<file path="src/rtl/irf_pkg.sv">
// irf_pkg: shared types and constants for the index record fixup block
// holds the input and result payload structs, status codes and header positions
// no dependencies
`timescale 1ns / 1ps

package irf_pkg;

  // word position counter saturates at its all-ones value
  localparam int unsigned POS_W = 13;
  localparam logic [POS_W-1:0] POS_LIMIT = 13'd8191;

  // header word positions
  localparam logic [POS_W-1:0] POS_MAGIC_LO   = 13'd0;
  localparam logic [POS_W-1:0] POS_MAGIC_HI   = 13'd1;
  localparam logic [POS_W-1:0] POS_SEQ_OFFSET = 13'd2;
  localparam logic [POS_W-1:0] POS_SEQ_COUNT  = 13'd3;
  localparam logic [POS_W-1:0] POS_FIRST_BODY = 13'd4;
  localparam logic [POS_W-1:0] POS_ENTRY_LO   = 13'd14;
  localparam logic [POS_W-1:0] POS_ENTRY_HI   = 13'd15;
  localparam logic [POS_W-1:0] POS_ALLOC_LO   = 13'd16;
  localparam logic [POS_W-1:0] POS_ALLOC_HI   = 13'd17;

  // "IN" and "DX" as little-endian words
  localparam logic [15:0] MAGIC_LO = 16'h4E49;
  localparam logic [15:0] MAGIC_HI = 16'h5844;

  // length fields are stored relative to the header
  localparam logic [31:0] HEADER_SKIP = 32'h0000_0018;

  // smallest legal sequence word offset
  localparam logic [14:0] SEQ_MIN_OFFSET = 15'd4;

  typedef enum logic [1:0] {
    ST_OK         = 2'd0,
    ST_BAD_MAGIC  = 2'd1,
    ST_BAD_LENGTH = 2'd2,
    ST_TORN       = 2'd3
  } status_e;

  typedef struct packed {
    logic [15:0] word;
    logic        last;
  } in_t;

  typedef struct packed {
    logic [15:0] word_out;
    logic        replaced;
    logic [1:0]  status;
    logic        end_of_record;
  } out_t;

endpackage

</file>
<file path="src/rtl/index_record_fixup.sv">
// index_record_fixup: streaming update sequence fixup for index records
// top level; uses irf_pkg for payload types, status codes and header positions
`timescale 1ns / 1ps

// Takes one 16-bit record word per cycle unless stalled and returns one result
// word per input word, in the next cycle. All header checks, capture of the
// check and replacement words and the sector tail compare are done in the cycle
// of the input transfer; the result sits in an output register, and a new word
// is taken in the same cycle that the held result is taken, so the sustained
// rate is one word per clock. Replacement words live in a small memory with a
// registered read, launched at the sector tail word. Status is sticky within a
// record and final on the result flagged end_of_record.
module index_record_fixup
  import irf_pkg::*;
#(
  parameter int unsigned MAX_SECTORS  = 16,
  parameter int unsigned SECTOR_BYTES = 512
) (
  input  logic clk_i,
  input  logic rst_ni,
  input  logic in_valid_i,
  output logic in_ready_o,
  input  in_t  in_i,
  output logic out_valid_o,
  input  logic out_ready_i,
  output out_t out_o
);

  localparam int unsigned SECTOR_WORDS = SECTOR_BYTES / 2;
  localparam int unsigned SW_W   = $clog2(SECTOR_WORDS);
  localparam int unsigned SIDX_W = $clog2(int'(POS_LIMIT) / SECTOR_WORDS + 1);
  localparam int unsigned SF_W   = $clog2(MAX_SECTORS + 1);
  localparam int unsigned IDX_W  = (MAX_SECTORS > 1) ? $clog2(MAX_SECTORS) : 1;

  // record state
  logic [POS_W-1:0]  pos_q, pos_d;
  logic [SW_W-1:0]   sec_word_q, sec_word_d;
  logic [SIDX_W-1:0] sec_idx_q, sec_idx_d;
  logic [14:0]       seq_off_q, seq_off_d;
  logic [SF_W-1:0]   sectors_q, sectors_d;
  logic [15:0]       check_q, check_d;
  logic [31:0]       entry_len_q, entry_len_d;
  logic [15:0]       alloc_lo_q, alloc_lo_d;
  logic              stopped_q, stopped_d;
  status_e           status_q, status_d;

  // output stage
  logic              out_valid_q;
  logic [15:0]       out_word_q;
  logic              out_rep_q;
  status_e           out_status_q;
  logic              out_eor_q;
  logic [15:0]       rd_data_q;

  // replacement word store
  logic [15:0]       repl_mem [MAX_SECTORS];

  logic              in_fire;
  logic              active;
  logic              is_tail;
  logic              rep;
  logic              wr_en;
  logic [IDX_W-1:0]  wr_addr;
  logic [IDX_W-1:0]  rd_addr;
  logic [15:0]       cnt_m1;
  logic [31:0]       alloc_full;
  logic [15:0]       pos_ext;
  status_e           status_hdr;
  status_e           status_new;

  // accept while the output register is empty or drains this cycle
  assign in_ready_o = !out_valid_q || out_ready_i;
  assign in_fire    = in_valid_i && in_ready_o;

  assign active  = (pos_q != POS_LIMIT) && (status_q == ST_OK);
  assign is_tail = (sec_word_q == SW_W'(SECTOR_WORDS - 1));
  assign pos_ext = 16'(pos_q);
  assign cnt_m1  = in_i.word - 16'd1;
  assign rd_addr = IDX_W'(sec_idx_q);

  // header decode, capture and sector tail fixup
  always_comb begin
    seq_off_d   = seq_off_q;
    sectors_d   = sectors_q;
    check_d     = check_q;
    entry_len_d = entry_len_q;
    alloc_lo_d  = alloc_lo_q;
    stopped_d   = stopped_q;
    status_hdr  = status_q;
    alloc_full  = '0;
    wr_en       = 1'b0;
    wr_addr     = '0;
    rep         = 1'b0;

    if (active) begin
      case (pos_q)
        POS_MAGIC_LO: begin
          if (in_i.word != MAGIC_LO) status_hdr = ST_BAD_MAGIC;
        end
        POS_MAGIC_HI: begin
          if (in_i.word != MAGIC_HI) status_hdr = ST_BAD_MAGIC;
        end
        POS_SEQ_OFFSET: begin
          seq_off_d = in_i.word[15:1];
        end
        POS_SEQ_COUNT: begin
          if (in_i.word == 16'd0 || 32'(cnt_m1) > 32'(MAX_SECTORS) ||
              seq_off_q < SEQ_MIN_OFFSET ||
              (17'(seq_off_q) + 17'(cnt_m1)) > 17'(SECTOR_WORDS - 2)) begin
            status_hdr = ST_BAD_LENGTH;
          end else begin
            sectors_d = SF_W'(cnt_m1);
          end
        end
        POS_ENTRY_LO: begin
          entry_len_d = {16'd0, in_i.word};
        end
        POS_ENTRY_HI: begin
          entry_len_d = {in_i.word, entry_len_q[15:0]} + HEADER_SKIP;
        end
        POS_ALLOC_LO: begin
          alloc_lo_d = in_i.word;
        end
        POS_ALLOC_HI: begin
          alloc_full = {in_i.word, alloc_lo_q} + HEADER_SKIP;
          if (alloc_full < 32'(sectors_q) * 32'(SECTOR_BYTES)) status_hdr = ST_BAD_LENGTH;
        end
        default: begin
        end
      endcase

      // check word and replacement word capture
      if (status_hdr == ST_OK && pos_q >= POS_FIRST_BODY) begin
        if (pos_ext == 16'(seq_off_q)) begin
          check_d = in_i.word;
        end else if (pos_ext > 16'(seq_off_q) &&
                     pos_ext <= 16'(seq_off_q) + 16'(sectors_q)) begin
          wr_en   = 1'b1;
          wr_addr = IDX_W'(pos_ext - 16'(seq_off_q) - 16'd1);
        end
      end
    end

    status_new = status_hdr;

    // sector tail compare
    if (active && status_hdr == ST_OK && !stopped_q && is_tail &&
        32'(sec_idx_q) < 32'(sectors_q)) begin
      if (in_i.word == check_q) begin
        rep = 1'b1;
      end else begin
        stopped_d = 1'b1;
        if (32'(sec_idx_q) * 32'(SECTOR_BYTES) <= entry_len_q) status_new = ST_TORN;
      end
    end

    // record ended inside the header
    if (in_i.last && status_new == ST_OK && pos_q < POS_ALLOC_HI) begin
      status_new = ST_BAD_LENGTH;
    end
    status_d = status_new;
  end

  // position and in-sector counters
  always_comb begin
    pos_d      = pos_q;
    sec_word_d = sec_word_q;
    sec_idx_d  = sec_idx_q;
    if (pos_q != POS_LIMIT) begin
      pos_d = pos_q + 1'b1;
      if (is_tail) begin
        sec_word_d = '0;
        sec_idx_d  = sec_idx_q + 1'b1;
      end else begin
        sec_word_d = sec_word_q + 1'b1;
      end
    end
  end

  // record state registers, cleared after the last word of a record
  always_ff @(posedge clk_i or negedge rst_ni) begin
    if (!rst_ni) begin
      pos_q       <= '0;
      sec_word_q  <= '0;
      sec_idx_q   <= '0;
      seq_off_q   <= '0;
      sectors_q   <= '0;
      check_q     <= '0;
      entry_len_q <= '0;
      alloc_lo_q  <= '0;
      stopped_q   <= 1'b0;
      status_q    <= ST_OK;
    end else if (in_fire) begin
      if (in_i.last) begin
        pos_q       <= '0;
        sec_word_q  <= '0;
        sec_idx_q   <= '0;
        seq_off_q   <= '0;
        sectors_q   <= '0;
        check_q     <= '0;
        entry_len_q <= '0;
        alloc_lo_q  <= '0;
        stopped_q   <= 1'b0;
        status_q    <= ST_OK;
      end else begin
        pos_q       <= pos_d;
        sec_word_q  <= sec_word_d;
        sec_idx_q   <= sec_idx_d;
        seq_off_q   <= seq_off_d;
        sectors_q   <= sectors_d;
        check_q     <= check_d;
        entry_len_q <= entry_len_d;
        alloc_lo_q  <= alloc_lo_d;
        stopped_q   <= stopped_d;
        status_q    <= status_d;
      end
    end
  end

  // replacement word memory, registered read at the sector tail
  always_ff @(posedge clk_i) begin
    if (in_fire && wr_en) repl_mem[wr_addr] <= in_i.word;
    if (in_fire && rep) rd_data_q <= repl_mem[rd_addr];
  end

  // output register valid
  always_ff @(posedge clk_i or negedge rst_ni) begin
    if (!rst_ni) begin
      out_valid_q <= 1'b0;
    end else if (in_fire) begin
      out_valid_q <= 1'b1;
    end else if (out_ready_i) begin
      out_valid_q <= 1'b0;
    end
  end

  // output register payload
  always_ff @(posedge clk_i) begin
    if (in_fire) begin
      out_word_q   <= in_i.word;
      out_rep_q    <= rep;
      out_status_q <= status_d;
      out_eor_q    <= in_i.last;
    end
  end

  assign out_valid_o          = out_valid_q;
  assign out_o.word_out       = out_rep_q ? rd_data_q : out_word_q;
  assign out_o.replaced       = out_rep_q;
  assign out_o.status         = out_status_q;
  assign out_o.end_of_record  = out_eor_q;

  // a replaced word never carries an error status
  a_rep_ok: assert property (@(posedge clk_i) disable iff (!rst_ni)
    out_valid_o && out_o.replaced |-> out_o.status == ST_OK)
    else $error("replaced word with nonzero status");

  // the last word of a record restarts the position count
  a_last_clear: assert property (@(posedge clk_i) disable iff (!rst_ni)
    in_fire && in_i.last |=> pos_q == '0 && status_q == ST_OK && !stopped_q)
    else $error("record state not cleared after last word");

  // fixups can only stop in a record that has sectors to fix
  a_stop_sectors: assert property (@(posedge clk_i) disable iff (!rst_ni)
    stopped_q |-> sectors_q != '0)
    else $error("fixups stopped without sectors");

  // sector counters follow the word position
  a_sector_sync: assert property (@(posedge clk_i) disable iff (!rst_ni)
    pos_q == '0 |-> sec_word_q == '0 && sec_idx_q == '0)
    else $error("sector counters out of step");

endmodule
</file>
<file path="config.mk">
export PLATFORM = sky130hd
export DESIGN_NAME = index_record_fixup
export DESIGN_NICKNAME = d
export VERILOG_FILES = /design/src/rtl/irf_pkg.sv /design/src/rtl/index_record_fixup.sv
export SDC_FILE = /design/constraint.sdc
export NUM_CORES = 1
export LEC_CHECK = 0
export ABC_AREA = 1
export BUFFER_PORTS_ARGS = -buffer_cell sky130_fd_sc_hd__buf_4
export CORE_ASPECT_RATIO = 0.9
export CORE_MARGIN = 1.5
export CORE_UTILIZATION = 68
export DETAILED_ROUTE_END_ITERATION = 16
export PLACE_DENSITY = 0.85
export SYNTH_ARGS = -nofsm -noshare
export SYNTH_HDL_FRONTEND = slang
export SYNTH_SLANG_ARGS = --single-unit
</file>
<file path="constraint.sdc">
create_clock -name clk_i -period 8.7 [get_ports clk_i]
set_input_delay 0.435 -clock clk_i [delete_from_list [all_inputs] [get_ports clk_i]]
set_output_delay 0.435 -clock clk_i [all_outputs]
set_load 0.05 [all_outputs]
</file>
**Word level (Yosys, flattened, before mapping)**

Memories as Yosys holds them, arrays and structs flattened. A register that Yosys moved wholly into a read port is not among the register bits.
Cells that the tools add are included.
W data, S select, Z words.

- Register bits: 134
- Bits in latches: 0
- Memory bits (writable): 256
- Memory bits (read-only): 0
- Input bits: 21
- Output and inout bits: 22
- Logic and storage cells: 149
- Memories: 1

- Add/sub/neg operators: 10
- Multiply operators: 0
- Div/mod/pow operators: 0
- Order comparisons: 10
- Eq/ne operators: 15
- Shifts and indexed selects: 0
- Multiplexer cells: 55
- Bitwise logic cells: 0
- Reduce and logical (&&, ||, !) cells: 43

Memory list:

| name | depth | bits a word | read ports | clocked after memory_dff | wr ports | RTL line | source |
|---|---|---|---|---|---|---|---|
| repl_mem | 16 | 16 | 1 | 1 | 1 | index_record_fixup.sv:56 | `logic [15:0] repl_mem [MAX_SECTORS];` |

Operators by type and width:

| operator | number |
|---|---|
| $mux W16 | 8 |
| $add A32 B5 Y32 const B | 2 |
| $mux W32 | 2 |
| $pmux W32 S2 | 1 |
| $mux W15 | 3 |
| $mux W5 | 7 |
| $le A14 B32 Y1 | 1 |
| $lt A32 B14 Y1 | 1 |
| $ne A16 B15 Y1 const B | 2 |
| $eq A13 B2 Y1 const B | 2 |
| $eq A13 B4 Y1 const B | 2 |
| $eq A13 B5 Y1 const B | 2 |
| $mux W13 | 2 |
| $mux W8 | 3 |
| $mux W2 | 11 |
| $reduce_bool A2 Y1 | 10 |
| $add A15 B16 Y17 | 1 |
| $gt A17 B8 Y1 const B | 1 |
| $add A15 B5 Y16 | 1 |
| $eq A16 B16 Y1 | 1 |
| $gt A16 B5 Y1 const B | 1 |
| $le A13 B16 Y1 | 1 |
| $logic_not A16 Y1 | 1 |
| $mux W4 | 4 |
| 27 further kinds | 63 |

**Logic depth before layout (Yosys ltp)**

- Word-level depth: 20
- Depth in mapped cells: 29
- Gate-level depth less buffers: 27

**Least setup slack after synthesis**

No wires, ideal clock.

- Path kind: input -> register
- From: input port in_i[1] (netlist bit)
- To: register rd_data_q[0], read port of repl_mem (enable)
- Setup time: 0.409 ns
- Data arrival time: 4.296 ns
- Required time: 8.291 ns
- Setup slack: 3.995 ns
- Stages on the path: 23
- Path buffers: 1
- Path through: buf_2 > inv_2 > ha_1 > nand2_4 > nor2_1 > xor2_1 > inv_1 > ha_1 > nand2_1 > inv_1 > a21oi_1 > nor2_1 > nor2_1 > nand2_1 > xnor2_1 > nand3_1 > nor2_4 > nand2_2 > nand2_4 > nand2_2 > a21oi_2 > nand2_1 > nor3_1

- Longest elaborated chain between the ends: 16
- Elaborated cells between the ends (all ways): 28
- Classes of those cells: add/sub: 3; order compare: 3; eq/ne: 3; mux: 9; reduce/logical: 10

Ends and longest elaborated chain:

| item | RTL line | source |
|---|---|---|
| from (decl) | index_record_fixup.sv:23 | `input in_t in_i,` |
| branches (longest 14 deep; another with $add A15 B16 Y17) | - |  |
| $mux W1 * | index_record_fixup.sv:147 | `if (active && status_hdr == ST_OK && !stopped_q && is_tail &&` |
| $logic_and A1 B1 Y1 * | index_record_fixup.sv:223 | `if (in_fire && rep) rd_data_q <= repl_mem[rd_addr];` |
| to (decl) | index_record_fixup.sv:53 | `logic [15:0] rd_data_q;` |

Mark *: on every way between the ends. The select of a mux whose other input is x is not followed.
A chain may end at the register's enable or synchronous reset.

**Worst setup path in the final report**

- From: register seq_off_q[2]
- To: memory repl_mem[8][12] (enable)

- Longest elaborated chain between the ends: 13
- Elaborated cells between the ends (all ways): 28
- Classes of those cells: add/sub: 4; order compare: 4; eq/ne: 1; mux: 13; reduce/logical: 6

Ends and longest elaborated chain:

| item | RTL line | source |
|---|---|---|
| from (decl) | index_record_fixup.sv:39 | `logic [14:0] seq_off_q, seq_off_d;` |
| from (signal assigned) | index_record_fixup.sv:209 | `seq_off_q <= seq_off_d;` |
| $add A15 B16 Y17 or $lt A15 B3 Y1 (tied branches) | index_record_fixup.sv:109, index_record_fixup.sv:108 |  |
| $gt A17 B8 Y1 or $logic_or A1 B1 Y1 (tied branches) | index_record_fixup.sv:109, index_record_fixup.sv:107 |  |
| $logic_or A1 B1 Y1 | index_record_fixup.sv:108 | `seq_off_q < SEQ_MIN_OFFSET \|\|` |
| $mux W2 | index_record_fixup.sv:107 | `if (in_i.word == 16'd0 \|\| 32'(cnt_m1) > 32'(MAX_SECTORS) \|\|` |
| $pmux W2 S4 | index_record_fixup.sv:96 | `case (pos_q)` |
| $mux W2 | index_record_fixup.sv:95 | `if (active) begin` |
| $logic_not A2 Y1 | index_record_fixup.sv:133 | `if (status_hdr == ST_OK && pos_q >= POS_FIRST_BODY) begin` |
| $logic_and A1 B1 Y1 | index_record_fixup.sv:133 |  |
| $mux W1 | index_record_fixup.sv:133 |  |
| $mux W1 | index_record_fixup.sv:95 |  |
| $logic_and A1 B1 Y1 | index_record_fixup.sv:222 | `if (in_fire && wr_en) repl_mem[wr_addr] <= in_i.word;` |
| $mux W1 | index_record_fixup.sv:222 |  |
| $mux W1 (implied by the code) | index_record_fixup.sv:222 |  |
| to (decl) | index_record_fixup.sv:56 |  |

Parallel ways exist; a longest one is shown, timed or not. The select of a mux whose other input is x is not followed.

==> flow_metrics.tcl <==
set metrics [dict create \
    outcome "finished, final reports clean" \
    first_iter_violations 2210 \
    yosys_register_bits 403 \
    layout-drive-gt1-share_pct 11.24 \
    clock_tree_from_tritoncts "done" \
    fin_crit_sh_pct 56.13 \
    syn_nets 2271 \
    design.final.nets 2296 \
    worst_ir_drop_vdd_v 0.0002051 \
    p_leak_nw 9.265 \
    path_clk_slew_ns 0.06 \
    synth_async_sr_flop_share_pct 27.54 \
    power_switching_mw 1.747 \
    crit_arrival_ns 5.07 \
    rows 61 \
    unrepaired_setup_endpoints_after_global_routing "false" \
    route.vias.total 17140 \
    finalWorstPathRequiredPeriod_ns 4.883 \
    holdCritPathClass "primary input to register" \
    worstSetupEndpointType "register" \
    worstSkewPairLatency_ns 0.57 \
    floorplan.initialDensity_pct 68.80 \
    hpwl_dp_microns 39650 \
    drc 0 \
    worst_pin_slew_ns 1.222 \
    fp.coreArea_sq_um 30760 \
    timing.final.max_slew_violations 0 \
    synth.yosys.warnings 0 \
    yosysSeqAreaShare_pct 54.56 \
    clock-skew-final_ns 0.03478 \
    cts_buffers 41 \
    p_int_mw 3.555 \
    largest_buffer_count_on_any_clock_path 3 \
    io-pin-count 43 \
    synthesized_area_per_cell_sq_um 9.725 \
    final_common_cell "sky130_fd_sc_hd__nand2_1" \
    wl_microns 61490 \
    cts_repair_resize_count 0 \
    number_of_antenna_violations_at_the_first_check_in_global_routing 1 \
    area_growth_pct 9.377 \
    cts_root_buf "sky130_fd_sc_hd__clkbuf_16" \
    grt_max_degree 86 \
    most_frequent_cells_in_the_layout "sky130_fd_sc_hd__nand2_1, sky130_fd_sc_hd__nor2_1, sky130_fd_sc_hd__edfxtp_1" \
    cpMaxStageDelayCell "sky130_fd_sc_hd__nor2_2" \
    die_x_microns 189.0 \
    final_report_setup_violation_count 0 \
    crit_path_max_fanout 16 \
    power_frac_seq_pct 42.7 \
    start_kind "register" \
    critPathKind "register to register" \
    hold_ws_ns 0.2015 \
    synthTopCellsByArea "sky130_fd_sc_hd__edfxtp_1, sky130_fd_sc_hd__dfrtp_1, sky130_fd_sc_hd__nand2_1, sky130_fd_sc_hd__nor2_1, sky130_fd_sc_hd__ha_1" \
    ys_types 63 \
    antennaDiodeCount 0 \
    finalHoldViolCount 0 \
    grt_overflow_total 0 \
    cp_slowest_stage_delay_ns 0.71 \
    detail_route.wl_per_cell_microns 23.26 \
    maxClockFrequency_mhz 204.8 \
    max_cap_viol_count 0 \
    syn_area_sq_um 21160 \
    placement.io_buffers 42 \
    drt_pre_antenna_iters 6 \
    cts.repair_timing.setup_buffer_count 0 \
    gp_routability_congestion 1.008 \
    pwr_density_cell_nw_per_um2 229.0 \
    drt-vias-per-instance 6.486 \
    post-synth-top-area-fraction_pct 41.44 \
    synth_cells 2176 \
    comb_power_share_pct 23.5 \
    cts.sinks 403 \
    synth_area_leader_cell "sky130_fd_sc_hd__edfxtp_1" \
    count_of_flip_flops_with_a_built_in_enable_after_synthesis 292 \
    htree_levels 2 \
    wp_data_required_ns 8.89 \
    grt_first_pass_wirelength_microns 93540 \
    synth_flop_cell "sky130_fd_sc_hd__edfxtp_1" \
    ant_nets 0 \
    setup-tns-final_ns 0 \
    clock_power_share_pct 33.7 \
    die_y_microns 170.4 \
    hold_bufs_at_cts 1 \
    worst_slew_margin_rel_pct 18.06 \
    gr-usage-all-layers_pct 38.55 \
    switching_share_pct 32.94 \
    die_area_sq_um 32190 \
    first_global_vias 16850 \
    path_cells "ha_1, nand3_1, nand2_1, nand3_1, nand3_1, nand3_1, nor3_1, nand3_1, xor2_1, ha_1, inv_1, nor3_1, a211oi_1, nand2_1, nand2_1, nand2_1, nand4_1, nand2_1, inv_1, nand3_2, nor2_4, nand2_4, nor2_2" \
]
[worst max-delay path: cells and delay by family (launching register included)]
family                     cells  cell delay (ns)
adders and majority gates      2             0.70
AOI/OAI and AO/OA              1             0.27
xor gates and xnor gates       1             0.17
buffers and inverters          2             0.32
and+or+nand+nor               17             2.60
DFF                            1             0.47
[routing by layer]
layer	wire length, microns	global-route usage [%]	vias up	part of all wire, %
met4	4012	24.98	0	6.5
met5	0	0	-	0
li1	-	-	7579	-
met2	28860	63.54	1210	47
met3	6226	6.620	270	10
met1	22390	47.39	8084	36
[cell families (layout without fill, tap and decap cells)]
group | Yosys count | in the layout | synth area share, %
and+or+nand+nor | 979 | 979 | 21.05
AOI/OAI and AO/OA | 340 | 340 | 10.25
DFF | 403 | 403 | 54.56
buffers and inverters | 289 | 347 | 5.552
muxes | 41 | 41 | 2.034
xor gates and xnor gates | 50 | 50 | 2.069
adders and majority gates | 74 | 74 | 4.482
[final timing paths]
kind / startpoint / to / slack [ns] / cells past startpoint
setup reg to reg: seq_off_q[2] / repl_mem[8][12] / 3.82 / 23
max in group asynchronous: rst_ni / seq_off_q[13] / 6.93 / 3
setup / recovery: seq_off_q[2] / repl_mem[8][12] / 3.82 / 23
hold reg to reg: entry_len_q[0] / entry_len_q[0] / 0.48 / 2
hold / removal: out_ready_i / out_valid_o / 0.20 / 4
min in group asynchronous: rst_ni / entry_len_q[25] / 0.46 / 2
[registers in the layout (all words and copies together), names as in the netlist]
name and flops:
alloc_lo_q 13, check_q 16, entry_len_q 32, out_eor_q 1
out_rep_q 1, out_status_q 2, out_valid_o 1, out_word_q 16
pos_q 13, rd_data_q 16, repl_mem 256, sec_idx_q 5
sec_word_q 8, sectors_q 5, seq_off_q 15, status_q 2
stopped_q 1
[power groups by stage]
stage                     Combinational (mW)  Clock (mW)  Sequential [mW]
after floorplan                        0.867           0             2.24
after global placement                  1.16           0             2.30
after detailed placement                1.19           0             2.30
after CTS                               1.22        1.79             2.26
after global routing                    1.36        1.86             2.27
final                                   1.25        1.79             2.26
[per-stage QoR]
step                      instances  setup slack (ns)  utilization (%)  power [mW]  cell area (sq um)
after global placement         2566             3.533            70.78       3.451              21770
after CTS                      2643             3.891            75.25       5.267              23150
after global routing           2643             3.589            75.25       5.488              23150
after detailed placement       2566             3.485            70.78       3.491              21770
after floorplan                2176             3.995                -       3.108              21160
final                          2643             3.817            75.25       5.302              23150
[cell usage after synthesis (6+ instances only)]
library cell and instances:
sky130_fd_sc_hd__mux2i_1 25, sky130_fd_sc_hd__edfxtp_1 292, sky130_fd_sc_hd__nand3b_1 11, sky130_fd_sc_hd__o21ai_0 139
sky130_fd_sc_hd__o21ai_2 15, sky130_fd_sc_hd__nor3_1 28, sky130_fd_sc_hd__nand3_1 108, sky130_fd_sc_hd__nand2_1 390
sky130_fd_sc_hd__nand4_1 28, sky130_fd_sc_hd__xor2_1 36, sky130_fd_sc_hd__inv_1 194, sky130_fd_sc_hd__nand2_4 6
sky130_fd_sc_hd__inv_2 12, sky130_fd_sc_hd__buf_2 9, sky130_fd_sc_hd__ha_1 71, sky130_fd_sc_hd__nor2_2 17
sky130_fd_sc_hd__nand2_2 12, sky130_fd_sc_hd__nor4_1 11, sky130_fd_sc_hd__o211ai_1 14, sky130_fd_sc_hd__buf_6 7
sky130_fd_sc_hd__nand3_2 18, sky130_fd_sc_hd__nor2_1 315, sky130_fd_sc_hd__buf_4 7, sky130_fd_sc_hd__a21oi_1 55
sky130_fd_sc_hd__xnor2_1 14, sky130_fd_sc_hd__mux2_2 16, sky130_fd_sc_hd__clkbuf_1 57, sky130_fd_sc_hd__nor2_4 14
sky130_fd_sc_hd__o32ai_1 39, sky130_fd_sc_hd__o22ai_1 11, sky130_fd_sc_hd__dfrtp_1 111, sky130_fd_sc_hd__o221ai_1 30
[cell type report]
class | instances | area, sq um
inverters | 207 | 778.2
fillers | 2030 | 7612
clock inverters | 20 | 254.0
well taps | 409 | 511.7
multi-input cells | 1484 | 8453
flip-flops and latches | 403 | 11550
clock buffers | 56 | 1112
repair buffers | 64 | 483.0
(Power assumes the default switching activity.)
